**src/sv/urm_pkg.sv**
```systemverilog
// Package for the ultrasonic range block: widths, reset values, register
// indexes, the sequencer phase type and the per-item flag struct. No dependencies.
`default_nettype none

package urm_pkg;

    localparam int SAMPLE_COUNT_DEF = 5;

    localparam int WAIT_W   = 20;
    localparam int WIDTH_W  = 16;
    localparam int CFG_IDX_W = 2;
    localparam int CFG_DATA_W = 20;

    localparam logic [WAIT_W-1:0]  TIMEOUT_RST     = 20'd500000;
    localparam logic [WIDTH_W-1:0] GAIN_RST        = 16'd256;
    localparam logic [WIDTH_W-1:0] OFFSET_RST      = 16'd0;
    localparam logic [WAIT_W-1:0]  TRIG_LOW_TICKS  = 20'd2;
    localparam logic [WAIT_W-1:0]  TRIG_HIGH_TICKS = 20'd10;
    localparam logic [WAIT_W-1:0]  WAIT_MAX        = 20'hFFFFF;
    localparam logic [WIDTH_W-1:0] WIDTH_MAX       = 16'hFFFF;

    localparam logic [CFG_IDX_W-1:0] CFG_TIMEOUT = 2'd0;
    localparam logic [CFG_IDX_W-1:0] CFG_OFFSET  = 2'd1;
    localparam logic [CFG_IDX_W-1:0] CFG_GAIN    = 2'd2;

    typedef enum logic [2:0] {
        PH_IDLE,
        PH_TLOW,
        PH_THIGH,
        PH_WAIT,
        PH_MEAS
    } phase_t;

    // Flags that travel with an item down the result pipeline.
    typedef struct packed {
        logic trigger;
        logic busy;
        logic done;
        logic timed_out;
        logic calc;
    } flags_t;

endpackage

`default_nettype wire

```
**src/sv/ultrasonic_range_median.sv**
```systemverilog
// Top level of the ultrasonic ranging block with median filter: configuration
// registers and the four-stage result pipeline. Depends on urm_pkg, urm_ctrl,
// urm_median and urm_calib.
//
//   channel | signals                                  | direction
//   --------+------------------------------------------+----------
//   config  | cfg_we, cfg_index, cfg_data              | in
//   input   | in_valid/in_ready, start_req, echo       | in
//   result  | out_valid/out_ready, trigger, busy_res,  | out
//           | done_res, timed_out, distance            |
//
// One item is accepted per cycle while no output stall holds the pipeline; its result
// is registered through stage one to stage four in turn before it shows at the outputs.
// The sequencer step is stage one, the median rank select stage two, the gain
// multiply stage three and the offset add with saturation stage four.
// Every stage holds under an output stall and frees as soon as the one after it moves.
// Reset clears the sequencer and the stage valid bits and loads the configuration registers with their reset values.
`default_nettype none

module ultrasonic_range_median
    import urm_pkg::*;
#(
    parameter int SAMPLE_COUNT = SAMPLE_COUNT_DEF
)(
    input  logic                  clk,
    input  logic                  rst_n,
    input  logic                  cfg_we,
    input  logic [CFG_IDX_W-1:0]  cfg_index,
    input  logic [CFG_DATA_W-1:0] cfg_data,
    input  logic                  in_valid,
    output logic                  in_ready,
    input  logic                  start_req,
    input  logic                  echo,
    output logic                  out_valid,
    input  logic                  out_ready,
    output logic                  trigger,
    output logic                  busy_res,
    output logic                  done_res,
    output logic                  timed_out,
    output logic [WIDTH_W-1:0]    distance
);

    logic [WAIT_W-1:0]  timeout_reg;
    logic [WIDTH_W-1:0] offset_reg;
    logic [WIDTH_W-1:0] gain_reg;

    logic v1_reg, v2_reg, v3_reg, v4_reg;
    logic v1_next, v2_next, v3_next, v4_next;
    logic rdy2, rdy3, rdy4;
    logic en1, en2, en3, en4;

    flags_t             flags1, flags2, flags4;
    logic [WIDTH_W-1:0] samples [SAMPLE_COUNT];
    logic [WIDTH_W-1:0] median2;

    always_ff @(posedge clk or negedge rst_n)
    begin
        if (!rst_n)
        begin
            timeout_reg <= TIMEOUT_RST;
            offset_reg  <= OFFSET_RST;
            gain_reg    <= GAIN_RST;
        end
        else if (cfg_we)
        begin
            case (cfg_index)
                CFG_TIMEOUT: timeout_reg <= cfg_data;
                CFG_OFFSET:  offset_reg  <= cfg_data[WIDTH_W-1:0];
                CFG_GAIN:    gain_reg    <= cfg_data[WIDTH_W-1:0];
                default:
                begin
                end
            endcase
        end
    end

    // Stage handshake: a stage can load when it is empty or its item moves on.
    always_comb
    begin
        rdy4     = !v4_reg || out_ready;
        rdy3     = !v3_reg || rdy4;
        rdy2     = !v2_reg || rdy3;
        in_ready = !v1_reg || rdy2;
        en1      = in_valid && in_ready;
        en2      = v1_reg && rdy2;
        en3      = v2_reg && rdy3;
        en4      = v3_reg && rdy4;
        v1_next  = en1 || (v1_reg && !en2);
        v2_next  = en2 || (v2_reg && !en3);
        v3_next  = en3 || (v3_reg && !en4);
        v4_next  = en4 || (v4_reg && !out_ready);
    end

    always_ff @(posedge clk or negedge rst_n)
    begin
        if (!rst_n)
        begin
            v1_reg <= 1'b0;
            v2_reg <= 1'b0;
            v3_reg <= 1'b0;
            v4_reg <= 1'b0;
        end
        else
        begin
            v1_reg <= v1_next;
            v2_reg <= v2_next;
            v3_reg <= v3_next;
            v4_reg <= v4_next;
        end
    end

    urm_ctrl #(
        .SAMPLE_COUNT (SAMPLE_COUNT)
    ) u_ctrl (
        .clk         (clk),
        .rst_n       (rst_n),
        .accept      (en1),
        .start_req   (start_req),
        .echo        (echo),
        .timeout     (timeout_reg),
        .flags_reg   (flags1),
        .samples_reg (samples)
    );

    // The sample store is stable while a finishing item waits in stage one,
    // since no new item is taken until that item moves on.
    urm_median #(
        .SAMPLE_COUNT (SAMPLE_COUNT)
    ) u_median (
        .clk        (clk),
        .load       (en2),
        .flags_in   (flags1),
        .samples    (samples),
        .flags_reg  (flags2),
        .median_reg (median2)
    );

    urm_calib u_calib (
        .clk          (clk),
        .load_mul     (en3),
        .load_sum     (en4),
        .flags_in     (flags2),
        .median       (median2),
        .gain         (gain_reg),
        .offset       (offset_reg),
        .flags_reg    (flags4),
        .distance_reg (distance)
    );

    assign out_valid = v4_reg;
    assign trigger   = flags4.trigger;
    assign busy_res  = flags4.busy;
    assign done_res  = flags4.done;
    assign timed_out = flags4.timed_out;

endmodule

`default_nettype wire

```
**src/sv/urm_ctrl.sv**
```systemverilog
// Measurement sequencer: trigger timing, echo wait and width count, timeout,
// and the sample store. Depends on urm_pkg.
`default_nettype none

module urm_ctrl
    import urm_pkg::*;
#(
    parameter int SAMPLE_COUNT = SAMPLE_COUNT_DEF,
    localparam int CNT_W = $clog2(SAMPLE_COUNT + 1)
)(
    input  logic                clk,
    input  logic                rst_n,
    input  logic                accept,
    input  logic                start_req,
    input  logic                echo,
    input  logic [WAIT_W-1:0]   timeout,
    output flags_t              flags_reg,
    output logic [WIDTH_W-1:0]  samples_reg [SAMPLE_COUNT]
);

    phase_t              phase_reg, phase_next, ph_cur;
    logic [WAIT_W-1:0]   wait_reg, wait_next, wait_cur, wait_inc;
    logic [WIDTH_W-1:0]  width_reg, width_next, width_cur;
    logic [CNT_W-1:0]    attempt_reg, attempt_next, attempt_cur, attempt_inc;
    logic                start_now;
    logic                pulse_end;
    logic                last_attempt;
    logic                hit_timeout;
    flags_t              flags_next;

    // A start request in idle makes this tick the first trigger-low tick.
    always_comb
    begin
        start_now    = (phase_reg == PH_IDLE) && start_req;
        ph_cur       = start_now ? PH_TLOW : phase_reg;
        wait_cur     = start_now ? '0 : wait_reg;
        width_cur    = start_now ? '0 : width_reg;
        attempt_cur  = start_now ? '0 : attempt_reg;
        attempt_inc  = attempt_cur + 1'b1;
        last_attempt = attempt_inc >= CNT_W'(SAMPLE_COUNT);
        if ((ph_cur == PH_WAIT || ph_cur == PH_MEAS) && wait_cur == WAIT_MAX)
        begin
            wait_inc = wait_cur;
        end
        else
        begin
            wait_inc = wait_cur + 1'b1;
        end
        pulse_end   = (ph_cur == PH_MEAS) && !echo;
        hit_timeout = (ph_cur == PH_WAIT || ph_cur == PH_MEAS) && !pulse_end
                      && (wait_inc >= timeout);
    end

    // Next state and counters.
    always_comb
    begin
        phase_next   = ph_cur;
        wait_next    = wait_cur;
        width_next   = width_cur;
        attempt_next = attempt_cur;
        case (ph_cur)
            PH_IDLE:
            begin
            end
            PH_TLOW:
            begin
                wait_next = wait_inc;
                if (wait_inc >= TRIG_LOW_TICKS)
                begin
                    phase_next = PH_THIGH;
                    wait_next  = '0;
                end
            end
            PH_THIGH:
            begin
                wait_next = wait_inc;
                if (wait_inc >= TRIG_HIGH_TICKS)
                begin
                    phase_next = PH_WAIT;
                    wait_next  = '0;
                    width_next = '0;
                end
            end
            PH_WAIT, PH_MEAS:
            begin
                wait_next = wait_inc;
                if (ph_cur == PH_WAIT && echo)
                begin
                    width_next = WIDTH_W'(1);
                    phase_next = PH_MEAS;
                end
                else if (ph_cur == PH_MEAS && echo && width_cur != WIDTH_MAX)
                begin
                    width_next = width_cur + 1'b1;
                end
                if (pulse_end)
                begin
                    attempt_next = attempt_inc;
                    if (last_attempt)
                    begin
                        phase_next = PH_IDLE;
                    end
                    else
                    begin
                        phase_next = PH_TLOW;
                        wait_next  = '0;
                        width_next = '0;
                    end
                end
                else if (hit_timeout)
                begin
                    phase_next = PH_IDLE;
                end
            end
            default:
            begin
                phase_next = PH_IDLE;
            end
        endcase
    end

    // Per-item output flags.
    always_comb
    begin
        flags_next.trigger   = (ph_cur == PH_THIGH);
        flags_next.busy      = (ph_cur != PH_IDLE);
        flags_next.calc      = pulse_end && last_attempt;
        flags_next.timed_out = hit_timeout;
        flags_next.done      = (pulse_end && last_attempt) || hit_timeout;
    end

    always_ff @(posedge clk or negedge rst_n)
    begin
        if (!rst_n)
        begin
            phase_reg   <= PH_IDLE;
            wait_reg    <= '0;
            width_reg   <= '0;
            attempt_reg <= '0;
        end
        else if (accept)
        begin
            phase_reg   <= phase_next;
            wait_reg    <= wait_next;
            width_reg   <= width_next;
            attempt_reg <= attempt_next;
        end
    end

    always_ff @(posedge clk)
    begin
        if (accept)
        begin
            flags_reg <= flags_next;
        end
    end

    // The ending pulse width goes into the slot of the current attempt.
    for (genvar k = 0; k < SAMPLE_COUNT; k++)
    begin : g_sample
        always_ff @(posedge clk)
        begin
            if (accept && pulse_end && attempt_cur == CNT_W'(k))
            begin
                samples_reg[k] <= width_cur;
            end
        end
    end

endmodule

`default_nettype wire

```
**src/sv/urm_median.sv**
```systemverilog
// Median stage: ranks every stored sample against the others in parallel and
// registers the one of middle rank. Depends on urm_pkg.
`default_nettype none

module urm_median
    import urm_pkg::*;
#(
    parameter int SAMPLE_COUNT = SAMPLE_COUNT_DEF,
    localparam int CNT_W = $clog2(SAMPLE_COUNT + 1),
    localparam int MID   = (SAMPLE_COUNT - 1) / 2
)(
    input  logic                clk,
    input  logic                load,
    input  flags_t              flags_in,
    input  logic [WIDTH_W-1:0]  samples [SAMPLE_COUNT],
    output flags_t              flags_reg,
    output logic [WIDTH_W-1:0]  median_reg
);

    logic [CNT_W-1:0]   rank [SAMPLE_COUNT];
    logic [WIDTH_W-1:0] median_next;

    // Equal values are ordered by slot, so every rank is distinct and exactly
    // one sample holds the lower-middle rank.
    always_comb
    begin
        median_next = '0;
        for (int i = 0; i < SAMPLE_COUNT; i++)
        begin
            rank[i] = '0;
            for (int j = 0; j < SAMPLE_COUNT; j++)
            begin
                if (j != i && (samples[j] < samples[i]
                               || (samples[j] == samples[i] && j < i)))
                begin
                    rank[i] = rank[i] + 1'b1;
                end
            end
            if (rank[i] == CNT_W'(MID))
            begin
                median_next = median_next | samples[i];
            end
        end
    end

    always_ff @(posedge clk)
    begin
        if (load)
        begin
            flags_reg  <= flags_in;
            median_reg <= median_next;
        end
    end

endmodule

`default_nettype wire

```
**src/sv/urm_calib.sv**
```systemverilog
// Calibration stages: Q8.8 gain product in one stage, then offset add with
// saturation to 16 bits in the next. Depends on urm_pkg.
`default_nettype none

module urm_calib
    import urm_pkg::*;
(
    input  logic                clk,
    input  logic                load_mul,
    input  logic                load_sum,
    input  flags_t              flags_in,
    input  logic [WIDTH_W-1:0]  median,
    input  logic [WIDTH_W-1:0]  gain,
    input  logic [WIDTH_W-1:0]  offset,
    output flags_t              flags_reg,
    output logic [WIDTH_W-1:0]  distance_reg
);

    flags_t                  mul_flags_reg;
    logic [2*WIDTH_W-9:0]    scaled_reg;
    logic [2*WIDTH_W-1:0]    product;
    logic signed [2*WIDTH_W-7:0] sum;
    logic [WIDTH_W-1:0]      sat;

    assign product = {{WIDTH_W{1'b0}}, gain} * {{WIDTH_W{1'b0}}, median};

    always_ff @(posedge clk)
    begin
        if (load_mul)
        begin
            mul_flags_reg <= flags_in;
            scaled_reg    <= product[2*WIDTH_W-1:8];
        end
    end

    // The scaled value is at most 24 bits, so a 26-bit signed sum cannot overflow.
    always_comb
    begin
        sum = $signed({2'b00, scaled_reg})
              + $signed({{(WIDTH_W-6){offset[WIDTH_W-1]}}, offset});
        if (sum[2*WIDTH_W-7])
        begin
            sat = '0;
        end
        else if (sum[2*WIDTH_W-8:WIDTH_W] != '0)
        begin
            sat = WIDTH_MAX;
        end
        else
        begin
            sat = sum[WIDTH_W-1:0];
        end
    end

    always_ff @(posedge clk)
    begin
        if (load_sum)
        begin
            flags_reg    <= mul_flags_reg;
            distance_reg <= mul_flags_reg.calc ? sat : '0;
        end
    end

endmodule

`default_nettype wire

```
**config.mk**
```make
export PLATFORM = sky130hd
export DESIGN_NAME = ultrasonic_range_median
export DESIGN_NICKNAME = d
export VERILOG_FILES = /design/src/sv/urm_pkg.sv /design/src/sv/ultrasonic_range_median.sv /design/src/sv/urm_ctrl.sv /design/src/sv/urm_median.sv /design/src/sv/urm_calib.sv
export SDC_FILE = /design/constraint.sdc
export NUM_CORES = 1
export LEC_CHECK = 0
export BUFFER_PORTS_ARGS = -buffer_cell sky130_fd_sc_hd__buf_2
export CAP_MARGIN = 20
export CORE_MARGIN = 4
export CORE_UTILIZATION = 35
export DETAILED_ROUTE_END_ITERATION = 6
export PLACE_DENSITY = 0.53
export SYNTH_ARGS = -nofsm -noshare
export SYNTH_HDL_FRONTEND = slang
export SYNTH_SLANG_ARGS = --single-unit
export TNS_END_PERCENT = 20
```
**constraint.sdc**
```tcl
create_clock -name clk -period 17.7 [get_ports clk]
set_input_delay 3.54 -clock clk [delete_from_list [all_inputs] [get_ports clk]]
set_output_delay 3.54 -clock clk [all_outputs]
set_load 0.03 [all_outputs]
```
---- Word-level counts from Yosys, hierarchy flattened ----
Cells that the tools add are included.
storage, ports and cells
  register bits after elaboration ......... 253
  output and inout bits ................... 22
  logic and storage cells ................. 229
cells by class
  $add $sub $neg .......................... 19
  multipliers ............................. 1
  magnitude comparators ................... 24
  equality and inequality tests ........... 27
  multiplexer cells ....................... 51
  bitwise operators ....................... 5
  reductions and logical operators ........ 64
operators with widths
  cell                   number
  $lt 16x16->1           20
  $mux 16                12
  $eq 16x16->1           10
  $mux 20                6
  $mux 3                 24
  $or 16x16->16          4
  $pmux 20 s3            1
  $add 3x1->3 const B    16
  $mul 16x16->32         1
  $pmux 16 s2            1
  $eq 3x2->1 const B     9
  $add 25x16->26         1
  $logic_and 1x1->1      23
  $add 20x1->20 const B  1
  $eq 20x20->1 const B   1
  $ge 20x2->1 const B    1
  $ge 20x20->1           1
  $ge 20x4->1 const B    1
  $logic_or 1x1->1       20
  $add 16x1->16 const B  1
  $ne 16x16->1 const B   1
  $pmux 3 s4             1
  $logic_not 1->1        10
  $logic_not 3->1        3
  other kinds (12)       22

---- Depth between registers and ports, before layout ----
  depth after elaboration ................. 18
  gate-level depth with buffers ........... 24
  gate-level depth less buffers ........... 23

---- Cells and area by module ----
From an unflattened synthesis, not the netlist that was laid out.
unflattened totals
  cells, all modules ...................... 2,560
  area, all modules ....................... 25,479.4 um^2
by module, submodules not included
  module                   times used  cells each  area each (um^2)
  urm_calib                1           1,221       11,337.1
  urm_ctrl                 1           552         6,357.3
  urm_median               1           660         5,600.4
  ultrasonic_range_median  1           127         2,184.6

---- Least setup slack after synthesis ----
No wires, ideal clock.
  path kind ............................... input-to-reg
  start ................................... input start_req
  end ..................................... register u_ctrl.flags_reg[2] (netlist name) (data pin)
  data arrival time ....................... 8.052 ns
  required time ........................... 17.438 ns
  path slack .............................. 9.386 ns
  stages .................................. 21
  cells stage by stage .................... or4b_4 -> buf_6 -> clkbuf_1 -> clkbuf_1 -> clkbuf_1 -> and2_1 -> ha_1 -> nand4_2 -> nor3_1 -> nand3_1 -> xnor2_1 -> ha_1 -> nand2b_1 -> a2111o_1 -> a311oi_1 -> o21ai_0 -> nand3_1 -> o2111a_1 -> or2_2 -> a21oi_1 -> or2_2
RTL lines
  what                  RTL line                       text
  start, declared       ultrasonic_range_median.sv:32  input logic start_req,
  end signal, assigned  urm_ctrl.sv:154                flags_reg <= flags_next;
  end, declared         urm_ctrl.sv:17                 output flags_t flags_reg,

==> impl_metrics.tcl <==
set metrics [dict create \
    grt_first_pass_wirelength_mm 109 \
    cts_resized 0 \
    synthTopCellsByArea "edfxtp_1 (19%), ha_1 (16%), fa_1 (16%)" \
    clkSlewWorstSetupHoldPaths_ps 60 \
    crit_required_ps 18030 \
    finalCriticalPeriod_ps 8250 \
    report.final.setup_viol 0 \
    design.die.area_um2 75200 \
    i_o_buffers 50 \
    cts_hold_repair.buffers 0 \
    vias_per_cell 5.31 \
    synthesis.yosys.warnings 0 \
    asyncSetResetFlopFracSynth_pct 38.7 \
    totalNegativeSetupSlack_ps 0 \
    std_cell_rows 97 \
    slew_headroom_pct 29.4 \
    starting_density_of_the_core_pct 35.4 \
    edff_count_synth 155 \
    num_vias 18700 \
    use_met2_pct 30.5 \
    critPathArrivalTime_ps 8580 \
    gr-max-usage-layer "met2" \
    clock-skew-final_ps 38.1 \
    grt_max_degree 68 \
    worst_pin_slew_ps 1050 \
    cts.sinks 253 \
    synth.distinct_cells 88 \
    dp.final_hpwl_mm 52.3 \
    grt_setup_unrepaired "false" \
    finalNetCount 3120 \
    most_common_cell_after_layout_fill_and_taps_aside "inv_1" \
    commonest_cells_after_routing_fill_and_taps_aside "inv_1 (381), ha_1 (327), nand2_1 (274)" \
    cpPeakStageDelay_ps 830 \
    worst_hold_path_type "flip-flop to flip-flop" \
    ys_seq_area_share_pct 28.7 \
    route.final.wire_length_mm 67.1 \
    route.detailed.wl_per_inst_um 19.0 \
    synthesis.area_um2 24800 \
    clk-insertion-delay-late_ps 590 \
    cts_inserted_buffers 27 \
    final-max-slew-violation-count 0 \
    cp_slowest_cell "nor3_1" \
    global_route.usage.met3_pct 1.60 \
    critical_path.endpoint_type "flip-flop" \
    antenna_cells 0 \
    synth-main-ff-cell "edfxtp_1" \
    antenna_violating_nets_post_route 0 \
    post_synth_inst_count 2555 \
    fin_crit_sh_pct 46.6 \
    grtUsageTotal_pct 18.0 \
    postSynthNetCount 3105 \
    layout_cells_sized_above_1_pct 7.06 \
    outcome "finished, final reports clean" \
    clock-root-buffer "clkbuf_16" \
    cts_tree "built" \
    post-route-drc-count 0 \
    cts_setup_buffers 0 \
    syn_to_final_growth_pct 8.71 \
    io_pins 51 \
    critical_path_class "primary input to flip-flop" \
    finalWeightedCongestion 0.906 \
    largest_reg_flops 80 \
    design.core.area_um2 70100 \
    dr.first_iter.drc_count 1245 \
    pre_antenna_drt_iters 5 \
    worstPathCellList "buf_2 > or4b_4 > and2_1 > ha_1 > nand4_2 > nor3_1 > nand3_1 > xnor2_1 > ha_1 > nand2b_1 > a2111o_1 > a311oi_1 > o21ai_0 > nand3_1 > o2111a_1 > or2_2 > a21oi_1 > or2_2" \
    chipWidth_um 274 \
    area_leader_netlist "edfxtp_1" \
    clock_tree.buffer_depth 3 \
    grt_antenna_before_repair 0 \
    synth_seq_cells 253 \
    use_met1_pct 25.4 \
    cp_num_buf_inv 1 \
    vias_in_the_first_global_route 19300 \
    critPathMaxFanout 47 \
    maxCapViolCount 0 \
    timing.critical_path.from_type "primary input" \
    rrSetupSlack_ps 10260 \
    globalRouteOverflowTotal 0 \
    fillers 7058 \
    fp.dieH_um 274 \
    synth_area_per_cell_um2 9.72 \
    timing.final.hold_violations 0 \
    post-synth-top-area-fraction_pct 18.8 \
    critical-path-top-delay-family "simple AND/OR/NAND/NOR gates" \
    clock.fmax_ghz 0.121 \
    cts-htree-levels 1 \
]
## layer usage
layer  vias to the layer above  wire length [um]
li1                       8876                 -
met1                      9347             31200
met2                       430             32000
met3                        84              2740
met4                         0              1250
met5                         -                 0
## area by class of cell
class                      count  area [um^2]  area share, %
clock inverter                13         95.1          0.352
multi-input combinational   1843        16000           59.2
timing repair buffer          63          382           1.41
sequential                   253         7120           26.4
inverter                     382         1430           5.31
clock buffer                  37          796           2.95
tap                          940         1180           4.36
## cells by family after synthesis
kind of cell | count (synthesis) | synth area share [%]
and+or+nand+nor | 763 | 15.5
AOI/OAI and AO/OA | 462 | 12.9
buffers and inverters | 459 | 7.05
adders and majority gates | 521 | 32.1
muxes | 46 | 2.04
DFF | 253 | 28.7
xor gates and xnor gates | 51 | 1.80
## through the flow
step / instance area [um^2] / hold slack (ps) / setup WS [ps] / instances / utilization (%)
floorplan: 24800 / 400 / 9390 / 2555 / -
global placement: 26000 / 404 / 9000 / 3477 / 37.1
detailed placement: 26000 / 407 / 8960 / 3477 / 37.1
CTS: 26900 / 422 / 9580 / 3527 / 38.4
global route: 27000 / 423 / 9140 / 3531 / 38.5
finish: 27000 / 425 / 9450 / 3531 / 38.5
## final timing paths
path | startpoint | cells past startpoint | endpoint
max | start_req | 18 | u_ctrl.flags_reg[2]
min | u_calib.mul_flags_reg[3] | 0 | u_calib.flags_reg[3]
max reg2reg | gain_reg[7] | 22 | u_calib.scaled_reg[18]
min reg2reg | u_calib.mul_flags_reg[3] | 0 | u_calib.flags_reg[3]
max in group asynchronous | rst_n | 2 | offset_reg[2]
min in group asynchronous | rst_n | 1 | timeout_reg[3]
## synth_stat cells (all sizes together) (5+ instances only)
master and n:
a32oi 16, o311ai 5, a211oi 10, or4 7, buf 9, nand2b 19
nor3 36, or2 6, a21boi 5, a22o 17, fa 194, inv 381
o31ai 11, nor3b 7, dfrtp 90, and2 142, nand3 56, nor2 97
nor4 10, a21oi 108, o211ai 23, o22ai 7, or3 11, nand4 37
clkbuf 68, edfxtp 155, nor2b 23, ha 327, mux2 36, xor2 16
and3 18, a2111oi 11, o21a 29, a21o 44, and4 10, a31oi 17
o21ai 85, mux2i 10, dfstp 8, o2111ai 22, nand2 274, a31o 6
xnor2 35
Power is not shown: default switching activity piles up to over one toggle a cycle in this logic, so the estimate is an artifact.
